**src/rtl/core/cna_pkg.sv**
```systemverilog
package cna_pkg;

    localparam int WE     = 32;          // word width of every operand and result part
    localparam int FRAC   = 16;          // fraction bits
    localparam int PW     = 2 * WE;      // full product width
    localparam int SW     = PW + 1;      // signed sum of two products
    localparam int REM_W  = PW + FRAC;   // scaled dividend magnitude
    localparam int QB     = WE + 1;      // quotient bits kept before saturation
    localparam int CMP_W  = PW + QB;     // divisor shifted by the top quotient bit
    localparam int SQ_IT  = WE;          // square root iterations

    typedef enum logic [2:0] {
        OP_ADD   = 3'd0,
        OP_SUB   = 3'd1,
        OP_MUL   = 3'd2,
        OP_DIV   = 3'd3,
        OP_CONJ  = 3'd4,
        OP_NEG   = 3'd5,
        OP_SQMAG = 3'd6,
        OP_MAG   = 3'd7
    } op_t;

    typedef struct packed {
        op_t              op;
        logic [WE:0]      lin_re;   // add/sub/conj/neg result, one guard bit
        logic [WE:0]      lin_im;
        logic [SW-1:0]    pr;       // product sum, dividend, or squared magnitude
        logic [SW-1:0]    pi;
        logic             dbz;
        logic [PW-1:0]    den;
        logic [REM_W-1:0] rem_re;
        logic [REM_W-1:0] rem_im;
        logic [QB-1:0]    q_re;
        logic [QB-1:0]    q_im;
        logic             big_re;
        logic             big_im;
        logic [PW-1:0]    sq_s;
        logic [PW-1:0]    sq_res;
    } stage_t;

    typedef struct packed {
        logic          ovf;
        logic [WE-1:0] val;
    } sat_t;

    function automatic logic [SW-1:0] sx(input logic [PW-1:0] p);
        return {p[PW-1], p};
    endfunction

    function automatic logic [SW-1:0] abs_sum(input logic [SW-1:0] v);
        return v[SW-1] ? (SW'(0) - v) : v;
    endfunction

    function automatic logic [WE:0] abs_lin(input logic [WE:0] v);
        return v[WE] ? ((WE+1)'(0) - v) : v;
    endfunction

    // round to nearest, ties away from zero, on a magnitude
    function automatic logic [SW-1:0] rnd(input logic [SW-1:0] m);
        return (m + (SW'(1) << (FRAC - 1))) >> FRAC;
    endfunction

    function automatic sat_t sat(input logic neg, input logic [SW-1:0] mag);
        sat_t          r;
        logic [SW-1:0] lim;
        logic [SW-1:0] tmp;
        lim   = SW'(1) << (WE - 1);
        r.ovf = 1'b0;
        tmp   = SW'(0) - mag;
        if (neg)
        begin
            if (mag > lim)
            begin
                r.ovf = 1'b1;
                r.val = {1'b1, {(WE-1){1'b0}}};
            end
            else
            begin
                r.val = tmp[WE-1:0];
            end
        end
        else if (mag > lim - SW'(1))
        begin
            r.ovf = 1'b1;
            r.val = {1'b0, {(WE-1){1'b1}}};
        end
        else
        begin
            r.val = mag[WE-1:0];
        end
        return r;
    endfunction

endpackage

```
**src/rtl/core/cna_step.sv**
```systemverilog
module cna_step
    import cna_pkg::*;
#(
    parameter int STEP = 0
)
(
    input  logic   clk,
    input  logic   rst_n,
    input  logic   en,
    input  logic   in_valid,
    input  stage_t in_stage,
    output logic   out_valid,
    output stage_t out_stage
);

    localparam int SH     = QB - 1 - STEP;
    localparam int SQ_BIT = 2 * WE - 2 - 2 * STEP;

    logic       v_reg;
    stage_t     st_reg, st_next;
    logic [CMP_W-1:0] trial;
    logic [PW-1:0]    sq_bit, sq_sum;

    assign trial = {{(CMP_W-PW){1'b0}}, in_stage.den} << SH;

    generate
        if (STEP < SQ_IT)
        begin : g_sq
            assign sq_bit = PW'(1) << SQ_BIT;
        end
        else
        begin : g_nosq
            assign sq_bit = '0;
        end
    endgenerate

    assign sq_sum = in_stage.sq_res + sq_bit;

    always_comb
    begin
        st_next = in_stage;
        // one restoring division bit for each part
        if ({{(CMP_W-REM_W){1'b0}}, in_stage.rem_re} >= trial)
        begin
            st_next.rem_re   = in_stage.rem_re - trial[REM_W-1:0];
            st_next.q_re[SH] = 1'b1;
        end
        if ({{(CMP_W-REM_W){1'b0}}, in_stage.rem_im} >= trial)
        begin
            st_next.rem_im   = in_stage.rem_im - trial[REM_W-1:0];
            st_next.q_im[SH] = 1'b1;
        end
        // one square root iteration
        if (STEP < SQ_IT)
        begin
            if (in_stage.sq_s >= sq_sum)
            begin
                st_next.sq_s   = in_stage.sq_s - sq_sum;
                st_next.sq_res = (in_stage.sq_res >> 1) + sq_bit;
            end
            else
            begin
                st_next.sq_res = in_stage.sq_res >> 1;
            end
        end
    end

    always_ff @(posedge clk or negedge rst_n)
    begin
        if (!rst_n)
        begin
            v_reg <= 1'b0;
        end
        else if (en)
        begin
            v_reg <= in_valid;
        end
    end

    always_ff @(posedge clk)
    begin
        if (en)
        begin
            st_reg <= st_next;
        end
    end

    assign out_valid = v_reg;
    assign out_stage = st_reg;

endmodule

```
**config.mk**
```make
export PLATFORM = sky130hd
export DESIGN_NAME = cna_step
export DESIGN_NICKNAME = d
export VERILOG_FILES = /design/src/rtl/core/cna_pkg.sv /design/src/rtl/core/cna_step.sv
export SDC_FILE = /design/constraint.sdc
export NUM_CORES = 1
export LEC_CHECK = 0
export BUFFER_PORTS_ARGS = -buffer_cell sky130_fd_sc_hd__buf_2
export CORE_AREA = 10 10 483 485
export CTS_BUF_LIST = sky130_fd_sc_hd__clkbuf_16
export DETAILED_ROUTE_END_ITERATION = 6
export DIE_AREA = 0 0 493 495
export PLACE_DENSITY = 0.42
export SYNTH_ARGS = -nofsm -noshare
export SYNTH_HDL_FRONTEND = slang
export SYNTH_SLANG_ARGS = --single-unit
export TNS_END_PERCENT = 20
```
**constraint.sdc**
```tcl
create_clock -name clk -period 0.8 [get_ports clk]
set_input_delay 0.16 -clock clk [delete_from_list [all_inputs] [get_ports clk]]
set_output_delay 0.16 -clock clk [all_outputs]
set_load 0.005 [all_outputs]
```
# After elaboration in Yosys (flattened, before gate mapping)
# Cells that the tools add are included.
# word_totals
regBits	621
input_bits	624
out_inout_bits	621
elab_cells	31
# op_classes
add_sub_neg	5
n_lt_le_gt_ge	3
mux	4
# ops
operator	count
80-bit by 96-bit >= comparator with 1-bit output	2
80-bit 2-to-1 mux	2
80-bit subtractor	2
63-bit by 63-bit adder with 64-bit output (second input constant)	1
64-bit by 63-bit adder with 64-bit output (second input constant)	1
64-bit >= comparator	1
64-bit 2-to-1 mux	1
64-bit subtractor	1
63-bit 2-to-1 mux	1

# Logic depth before layout (Yosys ltp)
# logic_depth
word_depth	3
mapped_depth	17
depth_no_buf	15

# Worst setup path before layout
# OpenSTA, ideal clock, no wires.
# synth_path
path_kind	input -> register
startpoint	input port in_stage[228] (netlist name)
endpoint	register st_reg, in the netlist out_stage[229], data pin
setup_time_ns	0.262
arrival_time_ns	2.892
required_time_ns	0.538
setup_slack_ns	-2.354
path_stages	15
n_path_buf	1
path_cell_list	inv_1 > ha_1 > inv_1 > fa_1 > a211oi_1 > o21bai_1 > a21oi_2 > o21ai_1 > nand4_1 > a31oi_1 > nor4_4 > a21oi_2 > nor2_4 > buf_6 > mux2_1
# synth_lines
item	line	source
start, declared	cna_step.sv:11	input stage_t in_stage,
end signal, assigned	cna_step.sv:84	st_reg <= st_next;
end, declared	cna_step.sv:20	stage_t st_reg, st_next;

==> results.md <==
Outcome
• finished with violations — run status
• negative hold slack, negative setup slack — violated checks

Clock tree
• 621 — Sinks on Clock Net
• 3 — buffers from clock root to sink, at most
• sky130_fd_sc_hd__clkbuf_16 — clock root buffer
• 0.06 ns — clock slew seen by the registers of the worst setup and hold paths
• 0.74 ns — worst skew pair latency
• 3 — CTS H-tree depth
• yes — TritonCTS clock tree
• 83 — number of buffers created by CTS

STA
• -850.70 ns — Setup TNS Final
• 1171 — number of endpoints failing setup at the final stage
• 0.360 GHz — maximum operating frequency
• 2.78 ns — final period demand of the worst path
• 3.47 — period utilisation layout
• 0 ns — Final Skew
• -1.98 ns — post-route setup slack
• true — RSZ-0062 raised after global routing
• 0 — number of pins with negative max-slew slack in the final report
• 4 — final count of hold timing violations
• 0.352 — Slew headroom
• 0.968 ns — slew at the pin closest to its max-slew limit
• -0.280 ns — minimum hold slack

Route
• 0 — Antenna Violating Nets Remaining
• 31.7k — via count
• 208000 um — Post-Route WL
• 25.2 um — average routed wire per standard cell
• 0 — DRC violations left
• 3.83 — average vias per placed instance
• 1791 — number of DRC markers in iteration 0
• 5 — DR pass1 iterations

Synthesis
• 3189 — net count after synthesis
• 620 — number of flops mapped to enable cells by yosys
• sky130_fd_sc_hd__edfxtp_1 — most common flop cell mapped by yosys
• 0.620 — fraction of post-synthesis cell area in the top cell type by area
• 86 — count of cell types in the netlist
• 0 — warnings from Yosys
• sky130_fd_sc_hd__edfxtp_1, sky130_fd_sc_hd__nand2_1, sky130_fd_sc_hd__o21ai_0 — leading cell types by count after synthesis
• 12.5 sq um — Avg Inst Size Synth
• sky130_fd_sc_hd__edfxtp_1, sky130_fd_sc_hd__ha_1, sky130_fd_sc_hd__o21ai_0 — leading post-synthesis cells by cell area
• 621 — Seq cells post-synth
• 0.0300 sq mm — post-synth design cell area
• 2402 — Mapped Cells
• sky130_fd_sc_hd__edfxtp_1 — Yosys top cell by area
• 0.00161 — Synth async-reset ratio
• sky130_fd_sc_hd__edfxtp_1 — count leader, synth
• 0.621 — post-synthesis sequential area ratio

Power and ir drop
• 1590 uV — Max rail drop VDD
• 0.362 — Clk network pwr share
• 75400 uW — Internal Dissipation
• 32700 uW — Switch Pwr
• 0.0258 uW — standby leakage power
• 0.302 — switching share of total power
• 0.265 — combinational power share
• 1840 mW/mm^2 — Power Density
• 0.373 — Flop pwr share

Final layout
• 0.489 — layout cells sized above 1
• 5949 — number of nets in the layout
• 0.0120 sq mm — area used by multi-input combinational logic
• 95.2% — Syn-to-layout area delta
• 0.262 — final standard cell utilization of the core
• 0.0186 sq mm — sequential standard cell area
• 23.9k — count of fill cells added during filler insertion

Die
• 174 — Std-Cell Rows
• 495 um — overall die height
• 493 um — width of the die
• 0.244 sq mm — area of the die
• 0.224 sq mm — placeable core region
• 1245 — # IOs
• 0.134 — starting density of the core

Global route
• 0 — GRT Residual Overflow
• 116 — number of antenna violations at the first check in global routing
• 33.6k — via count of the first global-routing pass
• 43 — maximum number of pins on one net before global-route repair
• 0.161 — GRT Overall Usage
• 277000 um — global-route wire length before repair

Setup path
• 9 — Critical Path Fanout Max
• input port — type of origin of the critical path
• 3.21 ns — data arrival time of the critical path
• 1.23 ns — required arrival time at the worst endpoint
• register — crit path capture type
• in2reg — type of the worst setup path

Placement
• 170000 um — post-detail-place hpwl
• 1244 — port bufs
• 0.907 — weighted congestion reported at the end of routability-driven placement

Job
• 0 — max capacitance violation total

Worst hold path
• in2reg — HP Class

state kept, by name, summed over array words and instances, names as in the netlist:
signal / flops
out_valid: 1
out_stage: 620
logic make-up (layout without fill, tap and decap cells):
| kind of cell | Yosys count | in the layout | share of synthesized area |
|---|---|---|---|
| buffers and inverters | 230 | 3060 | 0.0320 |
| multiplexers | 14 | 14 | 0.00537 |
| AO/OA/AOI/OAI | 674 | 674 | 0.142 |
| AND/OR/NAND/NOR | 547 | 547 | 0.0869 |
| flip-flops | 621 | 621 | 0.621 |
| XOR/XNOR | 153 | 153 | 0.0446 |
| other | 0 | 41 | 0 |
| adder cells (fa/ha/maj) | 163 | 163 | 0.0686 |
worst paths after layout:
| kind | startpoint | cells after the start | end | slack, ns |
|---|---|---|---|---|
| hold / removal | in_stage[308] | 3 | out_stage[308] | -0.28 |
| setup reg to reg | out_valid | 1 | out_valid | 0.02 |
| min in group asynchronous | rst_n | 3 | out_valid | 0.25 |
| max in group asynchronous | rst_n | 3 | out_valid | 0.45 |
| hold reg to reg | out_valid | 1 | out_valid | 0.56 |
| setup / recovery | in_stage[356] | 18 | out_stage[263] | -1.98 |
cells in the final DEF (no fill, tap or decap), types with 27 or more instances in the layout:
cell	instances
sky130_fd_sc_hd__buf_2	1212
sky130_fd_sc_hd__buf_4	776
sky130_fd_sc_hd__dlygate4sd3_1	625
sky130_fd_sc_hd__edfxtp_1	620
sky130_fd_sc_hd__nand2_1	219
sky130_fd_sc_hd__a21oi_1	130
sky130_fd_sc_hd__inv_1	128
sky130_fd_sc_hd__a21o_1	123
sky130_fd_sc_hd__ha_1	121
sky130_fd_sc_hd__o21ai_0	98
sky130_fd_sc_hd__clkbuf_16	84
sky130_fd_sc_hd__o21ai_1	82
sky130_fd_sc_hd__nor2_1	73
sky130_fd_sc_hd__xor2_1	73
sky130_fd_sc_hd__xnor2_1	71
sky130_fd_sc_hd__buf_12	60
sky130_fd_sc_hd__o21ai_2	49
sky130_fd_sc_hd__nand4_1	48
sky130_fd_sc_hd__buf_6	43
sky130_fd_sc_hd__diode_2	41
sky130_fd_sc_hd__ha_4	36
sky130_fd_sc_hd__a21oi_2	33
sky130_fd_sc_hd__nand3_1	27
sky130_fd_sc_hd__o21bai_1	27
final cells by class:
| cell class | count | area share |
|---|---|---|
| Inverter | 148 | 0.0105 |
| Tap cell | 2992 | 0.0639 |
| Antenna cell | 41 | 0.00175 |
| Sequential cell | 621 | 0.318 |
| Timing Repair Buffer | 2757 | 0.353 |
| Clock inverter | 72 | 0.0127 |
| Clock buffer | 83 | 0.0354 |
| Multi-Input combinational cell | 1551 | 0.205 |
per-stage QoR:
| step | total power, uW | setup slack, ns | instance area (sq um) | hold WS [ns] | instances |
|---|---|---|---|---|---|
| 6_report | 108000 | -1.98 | 58600 | -0.280 | 8265 |
| 5_1_grt | 113000 | -1.99 | 58600 | -0.350 | 8251 |
| 4_1_cts | 109000 | -1.96 | 58000 | -0.478 | 8211 |
| 3_5_place_dp | 64300 | -3.05 | 46500 | -0.0614 | 7373 |
| 3_3_place_gp | 64400 | -3.06 | 46500 | -0.0645 | 7373 |
| 2_1_floorplan | 48300 | -2.20 | 30200 | -0.136 | 2402 |
layer usage:
metal	vias up	global-route usage	part of all wire	wire, um
met5	-	0	0.0018	373
met4	60	0.0855	0.055	11400
met3	340	0.0465	0.069	14300
met2	1265	0.298	0.53	109000
met1	15400	0.164	0.35	72500
li1	14600	-	-	-
critical path, cell delays in order:
cell,delay [ns]
sky130_fd_sc_hd__buf_8,0.09
sky130_fd_sc_hd__buf_12,0.11
sky130_fd_sc_hd__ha_4,0.13
sky130_fd_sc_hd__inv_4,0.04
sky130_fd_sc_hd__fa_2,0.34
sky130_fd_sc_hd__a211oi_2,0.18
sky130_fd_sc_hd__o21bai_1,0.12
sky130_fd_sc_hd__a21oi_2,0.28
sky130_fd_sc_hd__o21ai_4,0.12
sky130_fd_sc_hd__nand4_1,0.16
sky130_fd_sc_hd__a31oi_4,0.11
sky130_fd_sc_hd__buf_12,0.16
sky130_fd_sc_hd__nor4_4,0.30
sky130_fd_sc_hd__a21oi_4,0.11
sky130_fd_sc_hd__nor2_4,0.12
sky130_fd_sc_hd__buf_12,0.12
sky130_fd_sc_hd__buf_16,0.16
sky130_fd_sc_hd__mux2_4,0.35
timing repair:
| item | CTS | global route |
|---|---|---|
| cloned | 16 | 1 |
| buffers inserted | 51 | 10 |
| pin swaps | 160 | 70 |
| endpoints found under the setup margin | 785 | 1152 |
| hold endpoints to repair | 650 | 11 |
| hold buffers | 622 | 5 |
| gates resized for setup | 456 | 86 |
power groups by stage:
stage | sequential (uW) | combinational, uW | clock [uW]
finish | 40300 | 28600 | 39100
global route | 40600 | 30700 | 41700
CTS | 40400 | 28600 | 40500
detailed placement | 41000 | 23400 | 0
global placement | 41000 | 23400 | 0
floorplan | 40900 | 7370 | 0
Note: power is estimated with default switching activity, not from simulation.
