**src/rtl/core/cna_pkg.sv**
```systemverilog
package cna_pkg;

    localparam int WE     = 32;          // word width of every operand and result part
    localparam int FRAC   = 16;          // fraction bits
    localparam int PW     = 2 * WE;      // full product width
    localparam int SW     = PW + 1;      // signed sum of two products
    localparam int REM_W  = PW + FRAC;   // scaled dividend magnitude
    localparam int QB     = WE + 1;      // quotient bits kept before saturation
    localparam int CMP_W  = PW + QB;     // divisor shifted by the top quotient bit
    localparam int SQ_IT  = WE;          // square root iterations

    typedef enum logic [2:0] {
        OP_ADD   = 3'd0,
        OP_SUB   = 3'd1,
        OP_MUL   = 3'd2,
        OP_DIV   = 3'd3,
        OP_CONJ  = 3'd4,
        OP_NEG   = 3'd5,
        OP_SQMAG = 3'd6,
        OP_MAG   = 3'd7
    } op_t;

    typedef struct packed {
        op_t              op;
        logic [WE:0]      lin_re;   // add/sub/conj/neg result, one guard bit
        logic [WE:0]      lin_im;
        logic [SW-1:0]    pr;       // product sum, dividend, or squared magnitude
        logic [SW-1:0]    pi;
        logic             dbz;
        logic [PW-1:0]    den;
        logic [REM_W-1:0] rem_re;
        logic [REM_W-1:0] rem_im;
        logic [QB-1:0]    q_re;
        logic [QB-1:0]    q_im;
        logic             big_re;
        logic             big_im;
        logic [PW-1:0]    sq_s;
        logic [PW-1:0]    sq_res;
    } stage_t;

    typedef struct packed {
        logic          ovf;
        logic [WE-1:0] val;
    } sat_t;

    function automatic logic [SW-1:0] sx(input logic [PW-1:0] p);
        return {p[PW-1], p};
    endfunction

    function automatic logic [SW-1:0] abs_sum(input logic [SW-1:0] v);
        return v[SW-1] ? (SW'(0) - v) : v;
    endfunction

    function automatic logic [WE:0] abs_lin(input logic [WE:0] v);
        return v[WE] ? ((WE+1)'(0) - v) : v;
    endfunction

    // round to nearest, ties away from zero, on a magnitude
    function automatic logic [SW-1:0] rnd(input logic [SW-1:0] m);
        return (m + (SW'(1) << (FRAC - 1))) >> FRAC;
    endfunction

    function automatic sat_t sat(input logic neg, input logic [SW-1:0] mag);
        sat_t          r;
        logic [SW-1:0] lim;
        logic [SW-1:0] tmp;
        lim   = SW'(1) << (WE - 1);
        r.ovf = 1'b0;
        tmp   = SW'(0) - mag;
        if (neg)
        begin
            if (mag > lim)
            begin
                r.ovf = 1'b1;
                r.val = {1'b1, {(WE-1){1'b0}}};
            end
            else
            begin
                r.val = tmp[WE-1:0];
            end
        end
        else if (mag > lim - SW'(1))
        begin
            r.ovf = 1'b1;
            r.val = {1'b0, {(WE-1){1'b1}}};
        end
        else
        begin
            r.val = mag[WE-1:0];
        end
        return r;
    endfunction

endpackage

```
**src/rtl/core/cna_sat.sv**
```systemverilog
module cna_sat
    import cna_pkg::*;
(
    input  logic                 clk,
    input  logic                 rst_n,
    input  logic                 en,
    input  logic                 in_valid,
    input  stage_t               in_stage,
    output logic                 out_valid,
    output logic signed [WE-1:0] res_re,
    output logic signed [WE-1:0] res_im,
    output logic                 overflow,
    output logic                 divide_by_zero
);

    logic          valid_reg;
    logic [WE-1:0] re_reg, im_reg, re_next, im_next;
    logic          ovf_reg, ovf_next, dbz_reg;
    logic          neg_re, neg_im;
    logic [SW-1:0] m_re, m_im;
    sat_t          s_re, s_im;

    always_comb
    begin
        neg_re = 1'b0;
        neg_im = 1'b0;
        m_re   = '0;
        m_im   = '0;
        unique case (in_stage.op)
            OP_ADD, OP_SUB, OP_CONJ, OP_NEG:
            begin
                neg_re = in_stage.lin_re[WE];
                neg_im = in_stage.lin_im[WE];
                m_re   = SW'(abs_lin(in_stage.lin_re));
                m_im   = SW'(abs_lin(in_stage.lin_im));
            end
            OP_MUL:
            begin
                neg_re = in_stage.pr[SW-1];
                neg_im = in_stage.pi[SW-1];
                m_re   = rnd(abs_sum(in_stage.pr));
                m_im   = rnd(abs_sum(in_stage.pi));
            end
            OP_DIV:
            begin
                neg_re = in_stage.pr[SW-1];
                neg_im = in_stage.pi[SW-1];
                m_re   = in_stage.big_re ? (SW'(1) << QB) : SW'(in_stage.q_re);
                m_im   = in_stage.big_im ? (SW'(1) << QB) : SW'(in_stage.q_im);
            end
            OP_SQMAG:
            begin
                m_re = rnd(in_stage.pr);
            end
            OP_MAG:
            begin
                m_re = SW'(in_stage.sq_res);
            end
            default:
            begin
                m_re = '0;
            end
        endcase
        s_re = sat(neg_re, m_re);
        s_im = sat(neg_im, m_im);
        if (in_stage.dbz)
        begin
            re_next  = '0;
            im_next  = '0;
            ovf_next = 1'b0;
        end
        else
        begin
            re_next  = s_re.val;
            im_next  = s_im.val;
            ovf_next = s_re.ovf | s_im.ovf;
        end
    end

    always_ff @(posedge clk or negedge rst_n)
    begin
        if (!rst_n)
        begin
            valid_reg <= 1'b0;
        end
        else if (en)
        begin
            valid_reg <= in_valid;
        end
    end

    always_ff @(posedge clk)
    begin
        if (en)
        begin
            re_reg  <= re_next;
            im_reg  <= im_next;
            ovf_reg <= ovf_next;
            dbz_reg <= in_stage.dbz;
        end
    end

    assign out_valid      = valid_reg;
    assign res_re         = re_reg;
    assign res_im         = im_reg;
    assign overflow       = ovf_reg;
    assign divide_by_zero = dbz_reg;

endmodule

```
**config.mk**
```make
export PLATFORM = sky130hd
export DESIGN_NAME = cna_sat
export DESIGN_NICKNAME = d
export VERILOG_FILES = /design/src/rtl/core/cna_pkg.sv /design/src/rtl/core/cna_sat.sv
export SDC_FILE = /design/constraint.sdc
export NUM_CORES = 1
export LEC_CHECK = 0
export ABC_AREA = 1
export BUFFER_PORTS_ARGS = -buffer_cell sky130_fd_sc_hd__buf_2
export CAP_MARGIN = 10
export CORE_AREA = 4 4 266 268
export CTS_CLUSTER_DIAMETER = 40
export DETAILED_ROUTE_END_ITERATION = 10
export DIE_AREA = 0 0 270 272
export PLACE_DENSITY = 0.52
export SYNTH_ARGS = -nofsm -noshare
export SYNTH_HDL_FRONTEND = slang
export SYNTH_SLANG_ARGS = --single-unit
```
**constraint.sdc**
```tcl
create_clock -name clk -period 1.05 [get_ports clk]
set_clock_uncertainty 0.2 [all_clocks]
set_input_delay 0 -clock clk [delete_from_list [all_inputs] [get_ports clk]]
set_output_delay 0 -clock clk [all_outputs]
set_load 0.005 [all_outputs]
```
* Word level (Yosys, flattened, before mapping)
Cells that the tools add are included.
Storage, ports and cells: flip-flop bits (word level) 67, word-level logic and storage cells 49
Operators by class: equal/unequal tests 7, reductions and logical operators 3, magnitude comparators 4, bitwise gates (word level) 1, add/subtract/negate cells 9, multiplexer cells 20
Operator list (count):
- 65-bit one-hot mux with 5 select lines | 1
- 65-bit by 16-bit adder with 65-bit output (second input constant) | 3
- 49-bit one-hot mux with 3 select lines | 1
- 33-bit 2-to-1 mux | 4
- 65-bit 2-to-1 mux | 2
- 1-bit by 65-bit subtractor with 65-bit output (first input constant) | 2
- 32-bit 2-to-1 mux | 4
- 34-bit 2-to-1 mux | 2
- 1-bit by 33-bit subtractor with 33-bit output (first input constant) | 2
- 65-bit by 31-bit greater-than comparator with 1-bit output (second input constant) | 1
- 65-bit by 32-bit greater-than comparator with 1-bit output (second input constant) | 1
- 1-bit by 32-bit subtractor with 32-bit output (first input constant) | 2
- 49-bit by 31-bit greater-than comparator with 1-bit output (second input constant) | 1
- 49-bit by 32-bit greater-than comparator with 1-bit output (second input constant) | 1
- 3-bit equality test (second input constant) | 4
- 3-bit by 2-bit equality test with 1-bit output (second input constant) | 2
- 1-bit 2-to-1 mux | 4
- 1-bit one-hot mux with 2 select lines | 2
- 4-bit OR reduction | 1
- 3-bit by 1-bit equality test with 1-bit output (second input constant) | 1
- 3-bit logical NOT | 1
- 2-bit OR reduction | 1
- 1-bit bitwise OR | 1

* Logic depth before layout (Yosys ltp)
Gate-level depths: netlist of run 1.
depth in word-level cells 8, depth in mapped cells 33

* Worst setup path before layout of run 1
OpenSTA, ideal clock, no wires.
path kind input port to flip-flop, start point input port in_stage[618] in the netlist's numbering, end point register re_reg[3] (netlist: res_re[3]), data pin, arrival 3.221 ns, path slack -2.509 ns, buffers on the path 3, stages 30, setup time 0.138 ns, cells stage by stage buf_6 inv_4 nor2_8 nand2_4 nand2_4 inv_2 buf_6 nand3_1 nand2_2 ha_1 a22oi_1 nand3_1 o21a_1 inv_1 ha_1 nand3_1 nor2_1 nand3_1 nor2_2 nand3_2 nor2_4 nand3_2 nor2_2 o21ai_2 nand2_4 nand2_4 inv_4 buf_6 nand2_1 nor2_1
Between the ends: cells in the longest elaborated chain, start to end 6
RTL lines:
- start: declaration | RTL line cna_sat.sv:8 | input stage_t in_stage,
- 3-bit by 1-bit equality test with 1-bit output, or another cell as far along | RTL line cna_sat.sv:29 | unique case (in_stage.op)
- 4-bit OR reduction | RTL line cna_sat.sv:29
- 65-bit one-hot mux with 5 select lines | RTL line cna_sat.sv:29
- 65-bit by 31-bit greater-than comparator with 1-bit output, or another cell as far along | RTL line cna_pkg.sv:82 | else if (mag > lim - SW'(1))
- 32-bit 2-to-1 mux, on equally long branches | RTL line cna_pkg.sv:82, cna_pkg.sv:72
- 33-bit 2-to-1 mux * | RTL line cna_pkg.sv:70 | if (neg)
- end signal: assignment | RTL line cna_sat.sv:96 | re_reg <= re_next;
- end: declaration | RTL line cna_sat.sv:17 | logic [WE-1:0] re_reg, im_reg, re_next, im_next;
Every way passes the cells marked *; elsewhere a longest branch is shown, timed or not. The select of a mux whose other input is x is not followed. A chain may end at the register's enable or synchronous reset.

* Worst setup path in the final report of run 1
start point input port in_stage[517] in the netlist's numbering, end point register re_reg[15] (netlist: res_re[15]), data pin
Between the ends: cells in the longest elaborated chain, start to end 7
RTL lines:
- 1-bit by 65-bit subtractor with 65-bit output | RTL line cna_pkg.sv:51 | return v[SW-1] ? (SW'(0) - v) : v;
- 65-bit 2-to-1 mux | RTL line cna_pkg.sv:51
- 65-bit by 16-bit adder with 65-bit output | RTL line cna_pkg.sv:60 | return (m + (SW'(1) << (FRAC - 1))) >> FRAC;
- 65-bit one-hot mux with 5 select lines * | RTL line cna_sat.sv:29
- 65-bit by 31-bit greater-than comparator with 1-bit output, or another cell as far along | RTL line cna_pkg.sv:82
- 32-bit 2-to-1 mux, on equally long branches | RTL line cna_pkg.sv:82, cna_pkg.sv:72
- 33-bit 2-to-1 mux * | RTL line cna_pkg.sv:70
Marked as above.

==> run metrics, run 1 <==
outcome finished with violations; violated checks hold timing, setup timing; Clock Pin Slew Worst Setup and Hold Paths 0.06 ns; FFs w/ async S/R, synth 1.493%; synthesized cell area 0.01702 mm^2; setup ws final -2.452 ns; crit path kind input port to register; router iterations before antenna repair 6; Combinational Power Share 68.3%; sw frac 44.45%; Filler Cell Count 7009; DRC 0; met1 usage 31.18%; initial antenna violation count 22; pwr dens 582.8 mW/mm^2; total number of vias 28030; Sequential Area 0.002007 mm^2; reg2reg setup slack 0.12 ns; Period minus WS final 3.502 ns; CTS Root Cell clkbuf_16; hold_ws -0.1623 ns; Starting Density 24.90%; worst r2r dst out_valid; sequential fraction of the synthesis area 11.79%; Die H 272 um; final hold violation count 12; Setup-failing EPs final 107; P&R area growth vs syn 98.85%; DIE WIDTH 270 um; Period Utilization, post-route 333.5%; part of the power in the clock network 14.3%; CP endpoint kind register; sw power 0.008769 W; footprint of the multi-input gates 0.01727 mm^2; WHS Endpoint res_re[27]; Reg2Reg Depth 1; Synth top area share 25.45%; worst skew pair latency 0.34 ns; Final Power 0.01973 W; met2 Use GR 46.72%; RD Place Congestion 0.9862; Routed wire per std cell 17.99 um; syn nets 4062; CTS H-Tree Depth 3; Worst Tran Pin Value 0.7815 ns; Synth Warn # 0; Sequential Power Share 17.4%; vias in the first global route 26350; worst hold stages 1; commonest non-fill, non-tap cell in the layout buf_4; Cell variety after synth 50; DRT iter0 DRCs 1898; Data arrival, critical path 3.39 ns; DR vias/cell 4.839; Post-synth EDFFs 66; largest net degree at the start of global routing 58; DIE AREA 0.07344 mm^2; VDD IR max 0.6407 mV; most frequent cells in the layout 1027 x buf_4, 823 x nand2_1, 395 x inv_1, 367 x buf_2, 357 x nor2_1; RSZ-0062 raised after global routing yes; Core Area 0.06835 mm^2; P_int 0.01096 W; detailed placement HPWL 86.11 mm; clk sinks 67; Core Rows 96; Synth Flop Type edfxtp_1; first-pass GRT wire length 149.7 mm; I/O Buffers 402; Routed WL 104.2 mm; Core Util, Final 49.52%; share of cells above drive strength 1 51.93%; Worst Hold Launch en; Synth Instances 3430; FF-to-FF Start out_valid; io pins 691; CTS tree done; grt ovf 0; Slew headroom 47.90%; Routed Antenna Nets 0; Final #Nets 5536; MaxCap Viol Count 0; crit path launch type input port; leakage power 16.76 nW; clk buf depth 2; Total Neg Setup Slack -154.69 ns; GR peak layer met2; Global Route Usage Sum 26.09%; Area contributors post-synth nand2_1 25%, nor2_1 14%, nand3_1 13%; final slew viol count 0; worst min path class input port to register; fmax 285.6 MHz; CTS Buf Count 9; Req. time, crit path 0.94 ns; met3 Use GR 5.893%; # hold bufs at CTS 3; syn avg cell area 4.962 um^2; largest area contributor in the netlist nand2_1; #FFs+latches synth 67; CP max FO 6
[how the worst max path moves through the flow]
stage,from,endpoint,cells past startpoint
5_1_grt,in_stage[431],res_im[10],31
3_3_place_gp,in_stage[438],res_im[12],30
4_1_cts,in_stage[492],res_re[15],29
3_5_place_dp,in_stage[438],res_im[12],30
6_report,in_stage[517],res_re[15],28
2_1_floorplan,in_stage[618],res_re[3],31
[cell usage after synthesis (4+ instances only)]
cell type and number:
o21bai_1 8, buf_2 14, nand2_1 1154, o21ai_0 102, o21ai_2 7, a22oi_1 8
o21ai_1 9, buf_1 18, nand3_1 434, edfxtp_1 66, a22o_1 7, nand2_4 7
a32oi_1 5, buf_6 10, nor2_4 16, nand2_2 33, xnor2_1 10, nor4_1 6
and3_1 4, a31oi_1 10, a221oi_1 17, a21oi_1 72, nand3_2 10, nor3_1 40
nor2_2 53, or2_2 9, clkbuf_1 30, inv_1 440, inv_2 14, xor2_1 36
nand4_1 74, ha_1 8, nand3b_1 25, nor2_1 650
[per-stage QoR]
stage	worst slack, ns	area, um^2	instances
floorplan	-2.364	17300	3430
global placement	-3.168	27740	5626
detailed placement	-3.168	27740	5626
CTS	-2.311	30860	5728
global route	-2.666	33840	5791
finish	-2.452	33850	5792
[flip-flops by register name, summed over array words and instances (netlist names)]
register / cells
overflow: 1
divide_by_zero: 1
res_re: 32
res_im: 32
out_valid: 1
[cells by family after synthesis]
| logic type | synth area share, % |
|---|---|
| AOI/OAI and AO/OA | 8.976 |
| xor gates and xnor gates | 2.367 |
| adders and majority gates | 0.5881 |
| buffers and inverters | 12.33 |
| DFF | 11.79 |
| muxes | 0.06616 |
| and+or+nand+nor | 63.88 |
[critical path, cell delays in order]
cell and delay, ns:
buf_2 0.15, nor2_4 0.13, nand2_1 0.10, nor2_2 0.18
nand2_2 0.10, buf_4 0.14, nor2_1 0.09, nand2_1 0.11
nand3_1 0.09, nand2_1 0.11, buf_4 0.17, nor2_4 0.11
nand2_1 0.11, inv_1 0.07, nand2_1 0.05, nor2_1 0.15
nand4_1 0.11, nand2_1 0.12, nand2_1 0.06, o21bai_1 0.16
nand3_2 0.12, nor2_4 0.26, nand3_4 0.19, nand2_8 0.16
buf_12 0.14, nand2_4 0.04, nand2_2 0.06, a21oi_2 0.07
[routing by layer]
metal,share of wire (%),vias to the layer above
li1,-,13910
met1,39,12810
met2,48,1039
met3,8.3,233
met4,3.9,38
met5,0.21,-
[layout make-up]
class	instances	share of cell area (%)
diodes	1	0.007394
clock buffers	9	0.6654
clock inverters	7	0.1553
inverters	457	5.224
multi-input cells	2836	51.03
flip-flops and latches	67	5.930
well taps	882	3.261
repair buffers	1531	33.65
repair inverters	2	0.08133
[power by group through the flow]
| stage | clock network [W] | registers [W] | logic, W |
|---|---|---|---|
| 3_3_place_gp | 0 | 0.00349 | 0.0107 |
| 4_1_cts | 0.00289 | 0.00344 | 0.0119 |
| 3_5_place_dp | 0 | 0.00349 | 0.0107 |
| 5_1_grt | 0.00300 | 0.00345 | 0.0145 |
| 2_1_floorplan | 0 | 0.00346 | 0.00444 |
| 6_report | 0.00282 | 0.00342 | 0.0135 |
[what timing repair did]
item	4_1_cts	5_1_grt
buffers inserted	81	61
pin swaps	241	269
gates resized for setup	656	667
hold endpoints to repair	33	12
gates cloned	2	7
endpoints found under the setup margin	127	132
Power figures use the tool's default switching activity.
==> run 2, diff against run 1 <==
--- a/config.mk
+++ b/config.mk
@@ -13,6 +13,7 @@
 export DETAILED_ROUTE_END_ITERATION = 10
 export DIE_AREA = 0 0 270 272
 export PLACE_DENSITY = 0.52
+export RECOVER_POWER = 100
 export SYNTH_ARGS = -nofsm -noshare
 export SYNTH_HDL_FRONTEND = slang
 export SYNTH_SLANG_ARGS = --single-unit
==> run 2 against run 1 <==
Effect of this change: the flow still finishes with violations (hold timing, setup timing); core utilization is essentially flat; maximum frequency is essentially flat; critical path type unchanged; critical endpoint unchanged; die area is the same; global-route usage is the same; design area is essentially flat; non-clock buffer count is the same.
==> run metrics, run 2 (synthesis results as in run 1) <==
outcome finished with violations (unchanged); violated checks hold timing, setup timing (unchanged); router iterations before antenna repair 8 (was 6); initial antenna violation count 22 (unchanged); vias in the first global route 26350 (unchanged); share of cells above drive strength 1 51.90% (was 51.93%); Data arrival, critical path 3.39 ns (about the same); most frequent cells in the layout 1026 x buf_4, 823 x nand2_1, 395 x inv_1, 367 x buf_2, 357 x nor2_1 (was 1027 x buf_4, 823 x nand2_1, 395 x inv_1, 367 x buf_2, 357 x nor2_1); Final Cell Area 0.03384 mm^2 (was 0.03385 mm^2); CTS tree done (unchanged); DR vias/cell 4.840 (was 4.839); clk buf depth 2 (unchanged); final slew viol count 0 (unchanged); CTS Root Cell clkbuf_16 (unchanged); VDD IR max 0.6388 mV (was 0.6407 mV); Routed wire per std cell 17.98 um (was 17.99 um); Core Area 0.06835 mm^2 (unchanged); detailed placement HPWL 86.11 mm (unchanged); Period minus WS final 3.502 ns (about the same); # hold bufs at CTS 3 (unchanged); DRT iter0 DRCs 1898 (unchanged); setup ws final -2.452 ns (about the same); Clock Pin Slew Worst Setup and Hold Paths 0.06 ns (about the same); fmax 285.6 MHz (about the same); Slew headroom 41.91% (was 47.90%); Core Util, Final 49.51% (was 49.52%); family with the most delay on the worst path simple AND/OR/NAND/NOR gates (unchanged); total number of vias 28030 (about the same); most frequent cell on the critical path nand2_1 (unchanged); reg2reg setup slack 0.12 ns (about the same); Cell Area, Placed 0.02774 mm^2 (unchanged); Final Power 0.01972 W (was 0.01973 W); io pins 691 (unchanged); worst hold stages 3 (was 1); DIE AREA 0.07344 mm^2 (unchanged); pwr dens 582.8 mW/mm^2 (about the same); Worst Hold Launch in_stage[420] (was en); CTS H-Tree Depth 3 (unchanged); Final #Nets 5536 (unchanged); Filler Cell Count 7011 (was 7009); FF-to-FF Start out_valid (unchanged); final hold violation count 1 (was 12); Period Utilization, post-route 333.5% (about the same); DIE WIDTH 270 um (unchanged); crit path kind input port to register (unchanged); grt ovf 0 (unchanged); worst min path class input port to register (unchanged); Die H 272 um (unchanged); Global Route Usage Sum 26.09% (unchanged); Starting Density 24.90% (unchanged); worst skew pair latency 0.34 ns (about the same); I/O Buffers 402 (unchanged); MaxCap Viol Count 0 (unchanged); CP endpoint kind register (unchanged); RSZ-0062 raised after global routing yes (unchanged); Setup-failing EPs final 162 (was 107); WHS Endpoint res_im[17] (was res_re[27]); hold_ws -0.04273 ns (was -0.1623 ns); CP max FO 6 (unchanged); largest net degree at the start of global routing 58 (unchanged); Routed Antenna Nets 0 (unchanged); CP peak stage delay 0.26 ns (about the same); P&R area growth vs syn 98.83% (was 98.85%); Routed WL 104.2 mm (about the same); commonest non-fill, non-tap cell in the layout buf_4 (unchanged); first-pass GRT wire length 149.7 mm (unchanged); Core Rows 96 (unchanged); Req. time, crit path 0.94 ns (about the same); Worst Tran Pin Value 0.8714 ns (was 0.7815 ns); DRC 0 (unchanged); clk sinks 67 (unchanged); leakage power 16.75 nW (was 16.76 nW); RD Place Congestion 0.9862 (unchanged); crit path launch type input port (unchanged); worst r2r dst out_valid (unchanged); Critical-path top delay cell nor2_4 (unchanged); CTS Buf Count 9 (unchanged); CP bufs+invs 5 (unchanged); Reg2Reg Depth 1 (unchanged)
==> run 2: changes by cell type in the layout (fill, tap and decap cells not counted), sizes merged <==
| cell | delta |
|---|---|
| buf | -1 |
| clkbuf | +1 |
==> run 2: metrics by stage <==
step,instances,setup slack (ns),setup TNS [ns]
detailed placement,5626,-3.168,-200.69
finish,5792,-2.452,-155.83
global placement,5626,-3.168,-198.69
global route,5791,-2.666,-175.06
CTS,5728,-2.311,-147.82
floorplan,3430,-2.364,-143.23
==> run 2: timing repair <==
| item | in CTS | in global routing |
|---|---|---|
| buffers inserted | 81 | 61 |
| hold endpoints to repair | 33 | 12 |
| pin swaps | 241 | 269 |
| endpoints found under the setup margin | 127 | 132 |
| gates resized for setup | 656 | 667 |
| gates cloned | 2 | 7 |
==> run 2: worst max path at each step <==
| stage | start | endpoint | depth (start not counted) |
|---|---|---|---|
| floorplan | in_stage[618] | res_re[3] | 31 |
| global placement | in_stage[438] | res_im[12] | 30 |
| detailed placement | in_stage[438] | res_im[12] | 30 |
| CTS | in_stage[492] | res_re[15] | 29 |
| global route | in_stage[431] | res_im[10] | 31 |
| finish | in_stage[517] | res_re[15] | 28 |
==> run 2: where the power goes <==
| group | leakage (nW) | internal (W) | switching (W) |
|---|---|---|---|
| Combinational | 16.0 | 0.00605 | 0.00743 |
| Clock | 0.136 | 0.00161 | 0.00121 |
| Sequential | 0.650 | 0.00330 | 0.000130 |
| Total | 16.8 | 0.0110 | 0.00877 |
==> run 2: area by class of cell <==
type,instances,area (um^2),area share (%)
multi-input cells,2836,17270,51.04
repair buffers,1531,11380,33.64
flip-flops and latches,67,2007,5.930
inverters,457,1768,5.224
well taps,882,1104,3.261
clock buffers,9,225.2,0.6655
clock inverters,7,52.55,0.1553
repair inverters,2,27.53,0.08134
diodes,1,2.502,0.007395
==> run 2: metal layers <==
| metal | vias up | part of all wire [%] | track usage, % |
|---|---|---|---|
| met5 | - | 0.21 | 0 |
| met4 | 38 | 4.0 | 7.689 |
| met3 | 235 | 8.3 | 5.893 |
| met2 | 1046 | 48 | 46.72 |
| met1 | 12810 | 39 | 31.18 |
| li1 | 13910 | - | - |
